## config.mk

```make
export PLATFORM = sky130hd
export DESIGN_NAME = clrc_div
export DESIGN_NICKNAME = d
export VERILOG_FILES = /design/src/rtl/clrc_pkg.sv /design/src/rtl/clrc_div.sv
export SDC_FILE = /design/constraint.sdc
export NUM_CORES = 2
export LEC_CHECK = 0
export BUFFER_PORTS_ARGS = -buffer_cell sky130_fd_sc_hd__buf_2
export CELL_PAD_IN_SITES_DETAIL_PLACEMENT = 0
export CELL_PAD_IN_SITES_GLOBAL_PLACEMENT = 1
export CORE_UTILIZATION = 53
export CTS_CLUSTER_DIAMETER = 40
export DETAILED_ROUTE_END_ITERATION = 10
export GPL_ROUTABILITY_DRIVEN = 0
export PLACE_DENSITY = 0.87
export SETUP_SLACK_MARGIN = 0.5
export SYNTH_ARGS = -nofsm -noshare
export SYNTH_HDL_FRONTEND = slang
export SYNTH_SLANG_ARGS = --single-unit
```

## constraint.sdc

```tcl
create_clock -name clk -period 7.2 [get_ports clk]
set_input_delay 1.08 -clock clk [delete_from_list [all_inputs] [get_ports clk]]
set_output_delay 1.08 -clock clk [all_outputs]
set_load 0.01 [all_outputs]
```

## src/rtl/clrc_pkg.sv

```systemverilog
`timescale 1ns / 1ps
// Package for the collision and lane risk classifier.
// Item and result types, status codes, register indexes and arithmetic constants.
package clrc_pkg;

	localparam int NUM_W = 47;
	localparam int DEN_W = 32;
	localparam int Q_W = 16;

	localparam logic [1:0] ST_SAFE = 2'd0;
	localparam logic [1:0] ST_ATTN = 2'd1;
	localparam logic [1:0] ST_RISK = 2'd2;

	localparam logic REG_FRICTION = 1'b0;
	localparam logic REG_SENS = 1'b1;

	localparam logic [1:0] SENS_SPORTY = 2'd1;
	localparam logic [1:0] SENS_NORMAL = 2'd2;

	localparam logic [9:0] FRICTION_RST = 10'd179;
	localparam logic [1:0] SENS_RST = 2'd2;

	// h * 397305 for h = 2, 3, 4 half-seconds
	localparam logic [20:0] HK_SPORTY = 21'd794610;
	localparam logic [20:0] HK_NORMAL = 21'd1191915;
	localparam logic [20:0] HK_SAFE = 21'd1589220;
	localparam logic [21:0] DEN_K = 22'd2860596;
	localparam logic [14:0] SQ_K = 15'd28800;

	localparam logic [14:0] SPEED_KNEE = 15'd8000;
	localparam logic [14:0] MARGIN_BASE = 15'd5000;
	localparam logic [14:0] MARGIN_BAND = 15'd2000;

	typedef struct packed {
		logic [14:0] own_speed;
		logic [14:0] lead_speed;
		logic signed [15:0] radar_range;
		logic signed [15:0] lidar_range;
		logic signed [15:0] camera_range;
		logic [13:0] left_lane_gap;
		logic [13:0] right_lane_gap;
	} in_item_t;

	typedef struct packed {
		logic signed [15:0] fused_range;
		logic [15:0] safe_range;
		logic [1:0] frontal_status;
		logic [1:0] left_lane_status;
		logic [1:0] right_lane_status;
		logic [1:0] overall_status;
	} out_item_t;

	typedef struct packed {
		logic signed [15:0] fused;
		logic closing;
		logic [1:0] left;
		logic [1:0] right;
	} side_t;

endpackage

```

## src/rtl/clrc_div.sv

```systemverilog
`timescale 1ns / 1ps
// Pipelined restoring divider for the safe distance, 16 quotient bits, saturating.
// Uses clrc_pkg; carries a side payload along with each item.
module clrc_div (
	input  logic clk,
	input  logic arst_n,
	input  logic in_valid,
	input  logic [clrc_pkg::NUM_W-1:0] num,
	input  logic [clrc_pkg::DEN_W-1:0] den,
	input  clrc_pkg::side_t in_side,
	output logic out_valid,
	output logic [clrc_pkg::Q_W-1:0] quot,
	output clrc_pkg::side_t out_side
);

	localparam int NS = clrc_pkg::Q_W;
	localparam int CW = clrc_pkg::NUM_W + 1;

	logic vld_s [0:NS];
	logic [clrc_pkg::NUM_W-1:0] rem_s [0:NS];
	logic [clrc_pkg::DEN_W-1:0] den_s [0:NS];
	logic [NS-1:0] quo_s [0:NS];
	logic sat_s [0:NS];
	logic zero_s [0:NS];
	clrc_pkg::side_t side_s [0:NS];

	logic [CW-1:0] den_top;
	assign den_top = {den, {(CW - clrc_pkg::DEN_W){1'b0}}};

	always_ff @(posedge clk or negedge arst_n) begin
		if (!arst_n) begin
			vld_s[0] <= 1'b0;
		end else begin
			vld_s[0] <= in_valid;
		end
	end

	always_ff @(posedge clk) begin
		rem_s[0] <= num;
		den_s[0] <= den;
		quo_s[0] <= '0;
		sat_s[0] <= ({1'b0, num} >= den_top) && (num != '0);
		zero_s[0] <= (num == '0);
		side_s[0] <= in_side;
	end

	for (genvar g = 0; g < NS; g++) begin : g_step
		logic [CW-1:0] dsh;
		logic [CW-1:0] rx;
		logic [CW-1:0] diff;
		logic ge;
		assign dsh = {{(CW - clrc_pkg::DEN_W){1'b0}}, den_s[g]} << (NS - 1 - g);
		assign rx = {1'b0, rem_s[g]};
		assign ge = rx >= dsh;
		assign diff = rx - dsh;

		always_ff @(posedge clk or negedge arst_n) begin
			if (!arst_n) begin
				vld_s[g+1] <= 1'b0;
			end else begin
				vld_s[g+1] <= vld_s[g];
			end
		end

		always_ff @(posedge clk) begin
			rem_s[g+1] <= ge ? diff[clrc_pkg::NUM_W-1:0] : rem_s[g];
			den_s[g+1] <= den_s[g];
			quo_s[g+1] <= {quo_s[g][NS-2:0], ge};
			sat_s[g+1] <= sat_s[g];
			zero_s[g+1] <= zero_s[g];
			side_s[g+1] <= side_s[g];
		end
	end

	assign out_valid = vld_s[NS];
	assign out_side = side_s[NS];
	assign quot = zero_s[NS] ? '0 : (sat_s[NS] ? '1 : quo_s[NS]);

endmodule

```

# Word-level counts from Yosys, hierarchy flattened
# Memories as Yosys holds them, arrays and structs flattened.
# Cells that the tools add are included.
# classes
muxes,18
n_reduce_logical,3
n_lt_le_gt_ge,17
addsub,16
# ops
operator,n
$mux W47,16
$ge A47 B48 Y1,1
$ge A47 B32 Y1,1
$ge A47 B33 Y1,1
$ge A47 B34 Y1,1
$ge A47 B35 Y1,1
$ge A47 B36 Y1,1
$ge A47 B37 Y1,1
$ge A47 B38 Y1,1
$ge A47 B39 Y1,1
$ge A47 B40 Y1,1
$ge A47 B41 Y1,1
$ge A47 B42 Y1,1
$ge A47 B43 Y1,1
$ge A47 B44 Y1,1
$ge A47 B45 Y1,1
$ge A47 B46 Y1,1
$ge A47 B47 Y1,1
$logic_not A47 Y1,1
$reduce_bool A47 Y1,1
$sub A47 B32 Y47,1
$sub A47 B33 Y47,1
$sub A47 B34 Y47,1
$sub A47 B35 Y47,1
other kinds (14),15
# word_totals
n_memories,6
input_bits,103
reg_bits,17
ramBits,2006
word_cells,77
# memory_table
memory,words,word_bits,read_ports,rd_ports_with_merged_regs,wr,line,source
rem_s,17,47,16,0,17,clrc_div.sv:20,logic [clrc_pkg::NUM_W-1:0] rem_s [0:NS];
den_s,17,32,16,0,17,clrc_div.sv:21,logic [clrc_pkg::DEN_W-1:0] den_s [0:NS];
side_s,17,21,17,0,17,clrc_div.sv:25,clrc_pkg::side_t side_s [0:NS];
quo_s,17,16,17,0,17,clrc_div.sv:22,logic [NS-1:0] quo_s [0:NS];
sat_s,17,1,17,0,17,clrc_div.sv:23,logic sat_s [0:NS];
zero_s,17,1,17,0,17,clrc_div.sv:24,logic zero_s [0:NS];

# Longest topological paths before layout
# An unclocked memory read counts as a cell.
# logic_depth
ltp_word,3
ltp_mapped,16

# Worst setup path after synthesis
# OpenSTA, ideal clock, no wires.
# synth_path
kind,reg2reg
startpoint,memory rem_s[0][15] in the netlist's numbering
endpoint,memory rem_s[0][63] in the netlist's numbering
t_required_ps,7079
path_stages_with_launch,15
period_less_slack_ps,3261
slack_ps,3939
arrival_ps,3140
path_buffers,1
cell_sequence,dfxtp_1 inv_1 ha_1 inv_1 fa_1 a211oi_1 o21bai_1 a31oi_1 o21ai_0 a221oi_2 o21ai_2 a31oi_2 o211a_1 buf_4 mux2_2
# synth_lines
element,line
start: declaration,clrc_div.sv:20

==> run_results.csv <==
group,metric,value,unit
pwr,switchingPower,14500,µW
pwr,cellPowerDensity,482,nW/µm²
synthesis,synth_area_leader_cell,"dfxtp_1",
synthesis,yosysUniqueCellTypes,106,
placement,dp_hpwl,129000,µm
timing,slew_headroom,0.118,
route,ant_nets,0,
synthesis,synth_seq_cells,1808,
grt,met1_usage,0.246,
synthesis,yosys-top-cells-area,"dfxtp_1 (49%), ha_1 (9.3%), a21oi_1 (4.5%)",
outcome,status,"completed",
synthesis,synth-main-ff-cell,"dfxtp_1",
layout,fin_area,83300,µm²
clocking,insertion_delay,850,ps
timing,finalHoldViolCount,0,
synthesis,synth_top_area_share,0.490,
clocking,clk_pin_slew,60,ps
grt,grt_usage,0.238,
synthesis,synth_cells,7620,
synthesis,synth_area,73200,µm²
placement,post_dp_cell_area,75600,µm²
grt,grt_pass1_vias,53300,
pwr,peakVddDrop,0.285,mV
pwr,p_int,25600,µW
clocking,clockRootBuffer,"clkbuf_16",
timing,tns,0,ps
timing,max_freq,0.213,GHz
worst_setup_path,path_max_fanout,36,
clocking,htreeDepth,4,
clocking,postCtsSetupRepairBufs,0,
timing,clock_skew,49.8,ps
placement,place_inst,9357,
route,drt-pass1-iter-count,6,
die,initial_core_util,0.533,
synthesis,syn-num-nets,8281,
placement,port_buffers,140,
timing,setup_viol,0,
clocking,ctsResizeCount,0,
synthesis,ys_warn_count,0,
grt,grt_util_met2,0.453,
layout,finalNetCount,8443,
worst_setup_path,worstSetupPathType,"flop to flop",
die,dieHeight,374,µm
pwr,netSwitchingFraction,0.362,
clocking,cts_tree,"done",
route,finalWirelength,169000,µm
synthesis,async_flop_share,0.00940,
route,wire_per_inst,17.3,µm
pwr,power.total,40100,µW
worst_setup_path,required,7890,ps
layout,drive_above_1_share,0.0904,
timing,finalCritPeriodShare,0.651,
die,rows,136,
grt,grt_max_degree,66,
die,boundaryPins,141,
pwr,p_leak,0.0378,µW
worst_setup_path,arrival,5380,ps
timing,tightest_slew,1290,ps
timing,drv_slew,0,
grt,gr-total-overflow,0,
route,routed-via-count,53200,
timing,rsz0062_at_grt,"no",
grt,grt_first_pass_wirelength,269000,µm
route,drt_iter0_drc,3220,
timing,min_period,4690,ps
synthesis,ys_top_cells_by_count,"dfxtp_1 (1791), inv_1 (698), a21oi_1 (661), ha_1 (543), nor2_1 (499)",
die,core_area,137000,µm²
clocking,cts_num_sinks,1808,
synthesis,ys_seq_area_frac,0.495,
layout,stdcell_count,9768,
flow_run,cap_violations,0,
layout,fillCellCount,11400,
grt,antenna_found_initial,1,
clocking,clk_path_buf_depth,3,
pwr,pwr-share-clk,0.279,
worst_setup_path,crit_path_end_kind,"flop",
grt,met3_usage,0.0359,
layout,syn_to_final_growth,13.8,%
grt,grt_busiest_layer,"met2",
route,drc,0,
pwr,combPwrFrac,0.377,
min_path,hold_class,"input port to async pin",
die,die_area,140000,µm²
worst_setup_path,start_kind,"flop",
clocking,cts_hold_buffers,0,
clocking,cts_made_buffers,217,
synthesis,synth-edff-count,0,
synthesis,synth_most_common_cell,"dfxtp_1",
pwr,seqPwrFrac,0.344,
synthesis,avgSynthCellArea,9.61,µm²
route,drt-vias-per-instance,5.44,
die,die_x,374,µm
==> kinds of logic (layout without fill, tap and decap cells) <==
kind of cell               Yosys count  after routing  synth area share
AOI/OAI and AO/OA                 1902           1902             0.161
xor gates and xnor gates           514            514            0.0615
adders and majority gates          558            558            0.0969
buffers and inverters              921           1273            0.0483
DFF                               1808           1808             0.495
muxes                               95             95            0.0144
other                                0              2                 0
and+or+nand+nor                   1822           1822             0.122
==> critical path: stages (launching register included) <==
cell and delay, ps:
dfxtp_1 370, inv_1 60, ha_1 280, nor2b_1 130, o21ai_1 90, a21boi_1 260, o41ai_1 170, a2111oi_0 1140
nor3_1 250, nor2_1 340, a31o_2 680, buf_4 370, mux2_2 370
==> per-stage QoR <==
step | setup WS [ps] | hold WS [ps] | utilization
floorplan | 3940 | 310 | -
global placement | 2640 | 309 | 0.550
detailed placement | 2660 | 312 | 0.550
CTS | 2560 | 117 | 0.607
global route | 2320 | 151 | 0.607
finish | 2510 | 167 | 0.607
==> cell type report <==
| cell class | count | area (µm²) | area share |
|---|---|---|---|
| sequential | 1808 | 36300 | 0.435 |
| multi-input combinational | 4891 | 33500 | 0.402 |
| clock buffer | 262 | 5830 | 0.0700 |
| inverter | 698 | 2620 | 0.0314 |
| tap | 1794 | 2240 | 0.0269 |
| clock inverter | 147 | 1910 | 0.0229 |
| timing repair buffer | 166 | 893 | 0.0107 |
| antenna | 2 | 5.00 | 0.0000601 |
==> cell usage in the layout, fill, tap and decap left out, types with 18 or more instances in the layout <==
cell type	synthesis	routed
a21oi_1	661	660
nor2b_1	76	76
ha_1	543	543
nand3_1	139	139
a21o_1	291	291
o21bai_1	74	74
bufinv_16	0	20
o21ai_0	439	439
buf_2	46	141
a211oi_1	48	48
or2_2	18	18
nand2_1	475	475
nor3_1	88	87
and2_1	18	18
clkinvlp_4	0	21
xnor2_1	304	304
nand3b_1	20	20
inv_8	0	18
o31ai_1	31	30
nand4_1	141	141
clkbuf_16	0	219
clkinv_2	0	26
dfxtp_1	1791	1791
a31oi_1	65	65
mux2_2	85	85
buf_4	3	25
xor2_1	210	210
o21a_1	50	50
clkbuf_8	0	19
inv_6	0	28
nor2_1	499	499
and3_1	53	53
a211o_1	19	19
o211ai_1	28	28
inv_1	698	698
nand2b_1	83	83
clkbuf_1	163	24
nor4_1	84	77
or3_1	32	32
==> final timing paths <==
| kind | from | end | slack (ps) | cells past startpoint |
|---|---|---|---|---|
| setup / recovery | den_s[0][289] | rem_s[0][485] | 2510 | 12 |
| hold / removal | arst_n | vld_s[11] | 170 | 1 |
| setup reg to reg | den_s[0][289] | rem_s[0][485] | 2510 | 12 |
| hold reg to reg | sat_s[0][5] | sat_s[0][6] | 310 | 0 |
| max in group asynchronous | arst_n | vld_s[8] | 6770 | 1 |
| min in group clk | sat_s[0][5] | sat_s[0][6] | 310 | 0 |
==> per-layer routing <==
layer	wire, µm	vias to the layer above
li1	-	26700
met5	0	-
met4	9420	0
met3	6100	466
met1	65600	24700
met2	87400	1240
==> power by group through the flow <==
stage | registers [µW] | logic (µW) | clock network (µW)
after floorplan | 13400 | 11800 | 0
after global placement | 13900 | 14700 | 0
after detailed placement | 14000 | 14900 | 0
after CTS | 13800 | 15000 | 11400
after global routing | 14000 | 16800 | 11900
final | 13800 | 15100 | 11200
==> flip-flops by register name, summed over array words and instances, names as in the netlist <==
signal	cells
rem_s	752
den_s	512
side_s	357
quo_s	136
sat_s	17
zero_s	17
vld_s	16
out_valid	1
Power figures use the tool's default switching activity.
